<file path="src/hdl/bsoc_pkg.sv">
// ----------------------------------------------------------------------------
// bsoc_pkg
// Shared types and constants of the battery SoC estimator: curve table
// geometry, curve entry layout, register and command codes and the control
// word of the arithmetic unit.
// ----------------------------------------------------------------------------
package bsoc_pkg;

   localparam int TABLE_STEPS = 1000;
   localparam int TBL_DEPTH   = TABLE_STEPS + 1;
   localparam int TBL_IDX_W   = $clog2(TBL_DEPTH);

   localparam logic [2:0] CSR_SOC_PER_AMP = 3'd0;
   localparam logic [2:0] CSR_OHMIC_RES   = 3'd1;
   localparam logic [2:0] CSR_RES_VAR     = 3'd2;
   localparam logic [2:0] CSR_CUR_VAR     = 3'd3;
   localparam logic [2:0] CSR_VOLT_VAR    = 3'd4;

   localparam logic CMD_MEASURE = 1'b0;
   localparam logic CMD_LOAD    = 1'b1;

   typedef struct packed {
      logic signed [31:0] slope;
      logic [30:0]        ocv;
   } curve_entry_type;

   typedef struct packed {
      logic        start;
      logic        divide;
      logic [6:0]  shift;
      logic [62:0] lim;
   } mdu_ctl_type;

endpackage

</file>
<file path="src/hdl/bsoc_mdu.sv">
// ----------------------------------------------------------------------------
// bsoc_mdu
// Shared multiply / multiply-divide unit. Forms |a|*|b| from four 32x32
// partial products, optionally divides the 128-bit product by a divisor one
// quotient bit per cycle, then shifts, saturates and restores the sign.
// ----------------------------------------------------------------------------
module bsoc_mdu (
   input  logic                  clock,
   input  logic                  reset,
   input  bsoc_pkg::mdu_ctl_type ctl,
   input  logic signed [63:0]    opa,
   input  logic signed [63:0]    opb,
   input  logic [62:0]           divisor,
   output logic                  done,
   output logic signed [63:0]    result
);
   import bsoc_pkg::*;

   typedef enum logic [2:0] {M_IDLE, M_PROD, M_DIV, M_SAT, M_DONE} mstate_type;

   mstate_type         state_ff;
   logic [63:0]        am_ff, bm_ff;
   logic               neg_ff, divide_ff;
   logic [6:0]         shift_ff;
   logic [62:0]        lim_ff, dv_ff;
   logic [127:0]       acc_ff;
   logic [63:0]        pp_ff;
   logic [1:0]         pp_sel_ff;
   logic [2:0]         pcnt_ff;
   logic [6:0]         dcnt_ff;
   logic [62:0]        rem_ff;
   logic signed [63:0] result_ff;

   logic [63:0]        a_mag, b_mag;
   logic [31:0]        a_half, b_half;
   logic [63:0]        pp;
   logic [127:0]       pp_sh;
   logic [63:0]        rem_next;
   logic               ge;
   logic [127:0]       shifted;
   logic               over;
   logic [62:0]        mag;
   logic signed [63:0] mag_s;

   assign a_mag = opa[63] ? 64'(-opa) : 64'(opa);
   assign b_mag = opb[63] ? 64'(-opb) : 64'(opb);

   always_comb begin
      a_half = pcnt_ff[1] ? am_ff[63:32] : am_ff[31:0];
      b_half = pcnt_ff[0] ? bm_ff[63:32] : bm_ff[31:0];
      pp     = a_half * b_half;
      case (pp_sel_ff)
         2'd0:    pp_sh = {64'd0, pp_ff};
         2'd3:    pp_sh = {pp_ff, 64'd0};
         default: pp_sh = {32'd0, pp_ff, 32'd0};
      endcase
   end

   // one restoring division step
   assign rem_next = {rem_ff, acc_ff[127]};
   assign ge       = rem_next >= {1'b0, dv_ff};

   always_comb begin
      shifted = acc_ff >> shift_ff;
      over    = (|shifted[127:63]) || (shifted[62:0] > lim_ff);
      mag     = over ? lim_ff : shifted[62:0];
      mag_s   = signed'({1'b0, mag});
   end

   always_ff @(posedge clock) begin
      if (reset) begin
         state_ff <= M_IDLE;
      end else begin
         case (state_ff)
            M_IDLE: begin
               if (ctl.start) begin
                  am_ff     <= a_mag;
                  bm_ff     <= b_mag;
                  neg_ff    <= opa[63] != opb[63];
                  divide_ff <= ctl.divide;
                  shift_ff  <= ctl.shift;
                  lim_ff    <= ctl.lim;
                  dv_ff     <= divisor;
                  acc_ff    <= '0;
                  pcnt_ff   <= '0;
                  state_ff  <= M_PROD;
               end
            end
            M_PROD: begin
               if (pcnt_ff != 3'd4) begin
                  pp_ff     <= pp;
                  pp_sel_ff <= pcnt_ff[1:0];
               end
               if (pcnt_ff != 3'd0) begin
                  acc_ff <= acc_ff + pp_sh;
               end
               pcnt_ff <= pcnt_ff + 3'd1;
               if (pcnt_ff == 3'd4) begin
                  rem_ff   <= '0;
                  dcnt_ff  <= '0;
                  state_ff <= divide_ff ? M_DIV : M_SAT;
               end
            end
            M_DIV: begin
               // dividend shifts out the top while quotient bits shift in
               rem_ff  <= ge ? 63'(rem_next - {1'b0, dv_ff}) : rem_next[62:0];
               acc_ff  <= {acc_ff[126:0], ge};
               dcnt_ff <= dcnt_ff + 7'd1;
               if (dcnt_ff == 7'd127) begin
                  state_ff <= M_SAT;
               end
            end
            M_SAT: begin
               result_ff <= neg_ff ? -mag_s : mag_s;
               state_ff  <= M_DONE;
            end
            M_DONE: begin
               state_ff <= M_IDLE;
            end
            default: begin
               state_ff <= M_IDLE;
            end
         endcase
      end
   end

   assign done   = state_ff == M_DONE;
   assign result = result_ff;

endmodule

</file>
<file path="config.mk">
export PLATFORM = sky130hd
export DESIGN_NAME = bsoc_mdu
export DESIGN_NICKNAME = d
export VERILOG_FILES = /design/src/hdl/bsoc_pkg.sv /design/src/hdl/bsoc_mdu.sv
export SDC_FILE = /design/constraint.sdc
export NUM_CORES = 2
export LEC_CHECK = 0
export BUFFER_PORTS_ARGS = -buffer_cell sky130_fd_sc_hd__buf_2
export CORE_UTILIZATION = 50
export CTS_BUF_LIST = sky130_fd_sc_hd__clkbuf_8 sky130_fd_sc_hd__clkbuf_16
export DETAILED_ROUTE_END_ITERATION = 10
export GPL_TIMING_DRIVEN = 0
export PLACE_DENSITY = 0.74
export RECOVER_POWER = 100
export SYNTH_ARGS = -nofsm -noshare
export SYNTH_HDL_FRONTEND = slang
export SYNTH_SLANG_ARGS = --single-unit
</file>
<file path="constraint.sdc">
create_clock -name clock -period 11.9 [get_ports clock]
set_clock_uncertainty 0.05 [all_clocks]
set_input_delay 0.595 -clock clock [delete_from_list [all_inputs] [get_ports clock]]
set_output_delay 0.595 -clock clock [all_outputs]
set_load 0.03 [all_outputs]
</file>
# Word level (Yosys, flattened, before mapping)
# Index checks and enable logic that the tools add are counted.
dict set report totals {
  inputBits 265
  register_bits 597
}
dict set report op_classes {
  addsub 7
  n_eq_ne 13
  mul 1
  n_reduce_logical 15
  shift 1
  n_lt_le_gt_ge 2
  muxes 22
  bitwise_logic 1
}
# op n
set op_table {}
lappend op_table {{128-bit one-hot mux with 3 select lines} 1}
lappend op_table {{63-bit two-way mux} 6}
lappend op_table {{128-bit two-way mux} 2}
lappend op_table {{128-bit one-hot mux with 2 select lines} 1}
lappend op_table {{128-bit adder} 1}
lappend op_table {{64-bit negator} 2}
lappend op_table {{128-bit by 7-bit >> shifter with 128-bit output} 1}
lappend op_table {{63-bit one-hot mux with 2 select lines} 1}
lappend op_table {{65-bit OR reduction} 1}
lappend op_table {{64-bit by 63-bit >= comparator with 1-bit output} 1}
lappend op_table {{32-bit by 32-bit multiplier with 64-bit output} 1}
lappend op_table {{32-bit two-way mux} 2}
lappend op_table {{63-bit negator with 64-bit output} 1}
lappend op_table {{63-bit > comparator} 1}
lappend op_table {{63-bit subtractor} 1}
lappend op_table {{3-bit AND reduction} 5}
lappend op_table {{7-bit one-hot mux with 2 select lines} 1}
lappend op_table {{3-bit two-way mux} 4}
lappend op_table {{3-bit one-hot mux with 4 select lines} 1}
lappend op_table {{2-bit != test (second input constant)} 4}
lappend op_table {{7-bit by 1-bit adder with 7-bit output (second input constant)} 1}
lappend op_table {{7-bit == test (second input constant)} 1}
lappend op_table {{7-bit two-way mux} 1}
lappend op_table {{3-bit by 2-bit == test with 1-bit output (second input constant)} 2}
lappend op_table {{16 further kinds} 19}

# Depth between registers and ports, before layout
dict set report logic_depth {
  ltp_word 6
  depth_mapped 38
  mapped_depth_nobuf 33
}

# Worst setup path after synthesis
# Ideal clock, no wire load.
dict set report synth_path {
  path_type {reg2reg}
  startpoint {register pcnt_ff[0]}
  endpoint {register acc_ff[0] (enable)}
  required_ps 11039
  path_stages_with_launch 9
  arrival_time_ps 11225
  path_slack_ps -186
  path_buffers 3
  cell_sequence {edfxtp_1 clkbuf_1 clkbuf_1 buf_1 inv_1 ha_1 a21oi_1 nand2_1 a21boi_0}
}
dict set report synth_via {
  elab_chain_cells 3
}
# element line
set synth_rtl {}
lappend synth_rtl {{start, declared} bsoc_mdu.sv:29} ;# logic [2:0] pcnt_ff;
lappend synth_rtl {{start signal, assigned} bsoc_mdu.sv:97} ;# pcnt_ff <= pcnt_ff + 3'd1;
lappend synth_rtl {{3-bit nonzero test} bsoc_mdu.sv:94} ;# if (pcnt_ff != 3'd0) begin
lappend synth_rtl {{2-bit != test (no line)} -}
lappend synth_rtl {{4-bit AND reduction (no line)} -}
lappend synth_rtl {{end signal, assigned} bsoc_mdu.sv:95} ;# acc_ff <= acc_ff + pp_sh;
lappend synth_rtl {{end signal, assigned} bsoc_mdu.sv:107} ;# acc_ff <= {acc_ff[126:0], ge};
lappend synth_rtl {{end, declared} bsoc_mdu.sv:26} ;# logic [127:0] acc_ff;
# No other way between the ends.
# A chain may end at the register's enable or synchronous reset.

# Final worst setup path
dict set report layout_path {
  startpoint {register pcnt_ff[0]}
  endpoint {register pp_ff[62] (data pin)}
}
dict set report layout_via {
  elab_chain_cells 2
}
# element line
set layout_rtl {}
lappend layout_rtl {{32-bit two-way mux} bsoc_mdu.sv:50} ;# b_half = pcnt_ff[0] ? bm_ff[63:32] : bm_ff[31:0];
lappend layout_rtl {{32-bit by 32-bit multiplier with 64-bit output} bsoc_mdu.sv:51} ;# pp = a_half * b_half;
lappend layout_rtl {{via pp[62]} bsoc_mdu.sv:36} ;# logic [63:0] pp;
lappend layout_rtl {{end signal, assigned} bsoc_mdu.sv:91} ;# pp_ff <= pp;
lappend layout_rtl {{end, declared} bsoc_mdu.sv:27} ;# logic [63:0] pp_ff;
# The timed path passes the listed nets, and every way through them passes these cells.

==> results.cfg <==
[synthesis]
synthArstFlopShare_pct = 0
synth_cells = 8737
synth-edff-count = 594
syn-cell-area_sq_mm = 0.0820
synth_top_flop_cell = edfxtp_1
post_synthesis_area_per_instance_sq_um = 9.38
synth_cell_type_count = 94
post-synth-top-count-cell = nand2_1
yosys_warns = 0
yosysTopAreaCellShare_pct = 21.9
synthesized_net_count = 10400
synth.top_cells.by_count = nand2_1, inv_1, nor2_1
postSynthRegisterBits = 597
seq_area_frac_synth_pct = 21.8
synth_largest_area_cell = fa_1
netlist_top_cells_area = fa_1, edfxtp_1, ha_1, mux4_2, nand2_1

[timing]
final.period_utilization_pct = 98.8
timing.final.setup_violations = 0
layout_setup_ws_ns = 0.139
timing_max_transition_violations_final = 558
worst-slew-pin-transition_ns = 3.96
slew_headroom_pct = -164
final-hold-violation-count = 0
fmax_mhz = 85.0
fin_crit_ns = 11.76
grt_setup_unrepaired = true

[finish]
final-instance-count-excl-fill = 11600
finish.utilization_pct = 55.9
multiInputGateArea_sq_mm = 0.0587
synthToLayoutAreaGrowth_pct = 10.9
nFillCells = 14400
final_nets = 11000
layout_cell_share_with_drive_strength_beyond_1_pct = 10.4
register_area_sq_mm = 0.0179

[outcome]
violations = capacitance limit, slew limit
outcome = complete, but fails checks

[placed_design]
place.detailed.hpwl_um = 303000
io_buffer_count = 327
place.gp.congestion = 1.11
numPlacedInstances = 11300
dpl_worst_slack_ns = -2.18

[setup_path]
launch_instance_of_the_worst_register_to_register_path = pcnt_ff[0]
reg2reg_slack_ns = 0.14
worst_ep_required_time_ns = 12.31
worst_setup_path_start_kind = flop
worst_r2r_path_depth = 34
endpoint_kind = flop
cp.arrival_ns = 12.18
worstPathMaxFanout = 10
crit_slowest_cell = a221oi_4
critical_path.max_stage_delay_ns = 0.61
critPathKind = reg2reg
cpMostUsedCell = fa_1
crit_path_start = pcnt_ff[0]
reg2reg_to = pp_ff[62]

[clock_tree]
clk_transition_reported_paths_ns = 0.06
worstSkewPairLatency_ns = 0.75
sink_count = 597
tritoncts = built
cts_htree_levels = 3
clock_tree.buffer_depth = 3
numCtsBuffers = 74
clock-root-buffer = clkbuf_16

[hold_path]
min_delay_path_depth = 2
worstHoldEndpoint = state_ff[1]
timing.hold.worst.class = in2reg
hold_path.startpoint = reset

[detailed_routing]
ant_nets = 0
vias = 73600
total_wire_length_after_detailed_routing_um = 369000
number_of_optimization_iterations_in_the_first_detailed_route_pass = 8
initialDrtViolationCount = 8821
via_per_inst = 6.38
post_drt_wl_per_cell_um = 32.0
drc_errors = 0

[flow_run]
cap_viol_max_count = 15

[global_route]
antenna_found_initial = 22
grt-ovfl-total = 0
grt_start_max_net_pins = 79
first_pass_grt_wire_length_um = 521000
grt_pass1_vias = 73800
grt_total_usage_pct = 44.5

[floorplan]
initial_utilization_pct = 50.4
boundaryPins = 330
core-area_sq_mm = 0.163
chipHeight_um = 407
fp-row-count = 148
dieArea_sq_mm = 0.166
die_width_um = 407
==> worst max path at each step <==
stage | to | depth (start not counted)
final | pp_ff[62] | 34
after global routing | result[60] | 33
after CTS | result[60] | 32
after detailed placement | pp_ff[62] | 29
after global placement | pp_ff[62] | 31
after floorplan | pp_ff[60] | 29
==> placed cells by master, fill, tap and decap left out, drive strengths merged, types with 20 or more instances in the layout <==
cell / synthesis / layout
xnor2: 297 / 297
o22ai: 28 / 28
fa: 898 / 898
nand2: 1097 / 1097
dlygate4sd3: 0 / 130
nor2: 906 / 906
and2: 86 / 86
nand2b: 56 / 56
nor3: 100 / 100
buf: 95 / 344
a21oi: 322 / 322
nor4: 41 / 41
a31oi: 39 / 39
mux4: 215 / 215
o21bai: 52 / 52
inv: 1057 / 1079
a21o: 169 / 169
edfxtp: 594 / 594
a22o: 22 / 22
and3: 39 / 39
o31ai: 64 / 64
or2: 28 / 28
nor2b: 36 / 36
clkinv: 1 / 20
mux2i: 231 / 231
mux2: 139 / 139
xor2: 132 / 132
or4: 34 / 34
clkbuf: 351 / 536
a211oi: 43 / 43
nand3: 84 / 84
ha: 524 / 524
o41ai: 29 / 29
o21ai: 536 / 536
nand4: 68 / 68
or3: 33 / 33
o211ai: 49 / 49
o21a: 26 / 26
==> state kept, by name, summed over array words and instances (netlist names) <==
name,count
pp_ff,64
bm_ff,64
dcnt_ff,7
pcnt_ff,3
dv_ff,63
lim_ff,63
rem_ff,63
shift_ff,7
pp_sel_ff,2
state_ff,3
acc_ff,128
am_ff,64
neg_ff,1
divide_ff,1
result,64
==> area by class of cell <==
type | count | share of cell area [%]
Inverter | 1058 | 4.37
Antenna cell | 17 | 0.0468
Buffer | 436 | 2.20
Multi-Input combinational cell | 6636 | 64.5
Clock buffer | 77 | 2.12
Timing Repair Buffer | 501 | 3.52
Clock inverter | 53 | 0.550
Tap cell | 2175 | 2.99
Sequential cell | 597 | 19.7
==> layer usage <==
| metal | global-route usage (%) | vias to the layer above | part of all wire, % |
|---|---|---|---|
| li1 | - | 31000 | - |
| met1 | 51.3 | 36400 | 35 |
| met2 | 70.7 | 4927 | 45 |
| met3 | 11.1 | 1334 | 10 |
| met4 | 35.7 | 12 | 9.6 |
| met5 | 0 | - | 0.022 |
==> per-stage QoR <==
step | instance area [sq um] | hold slack [ns] | setup TNS (ns)
final | 90900 | 0.0336 | 0
after global routing | 90900 | 0.0543 | -0.0173
after CTS | 91000 | 0.000581 | 0
after detailed placement | 86900 | 0.496 | -24.33
after global placement | 86300 | 0.488 | -202.74
after floorplan | 82000 | 0.405 | 0
==> worst max-delay path: cells and delay by family (launching register included) <==
kind / cells / cell delay (ns)
compound gates: 10 / 2.98
xor+xnor: 1 / 0.47
fa+ha+maj: 9 / 4.34
buf+inv: 10 / 1.94
flops: 1 / 0.53
mux: 1 / 0.40
simple gates: 3 / 0.74
==> cells by family (layout without fill, tap and decap cells) <==
group / count (synthesis) / count (layout) / share of synthesized area (%)
compound gates: 1551 / 1551 / 11.9
xor+xnor: 429 / 429 / 4.58
fa+ha+maj: 1422 / 1422 / 29.9
buf+inv: 1504 / 2125 / 7.09
flops: 597 / 597 / 21.8
mux: 585 / 585 / 10.6
other cells: 0 / 17 / 0
simple gates: 2649 / 2649 / 14.0
==> repair_timing <==
item	in CTS	in global routing
buffers inserted	4	14
setup endpoints to repair	36	25
endpoints found under the hold margin	130	0
hold buffers	130	0
pin swaps	0	1
resized for setup	98	161
Power is left out: the tool's default activity adds up to more than one toggle a clock period on the data nets, which glitch-free logic cannot reach.
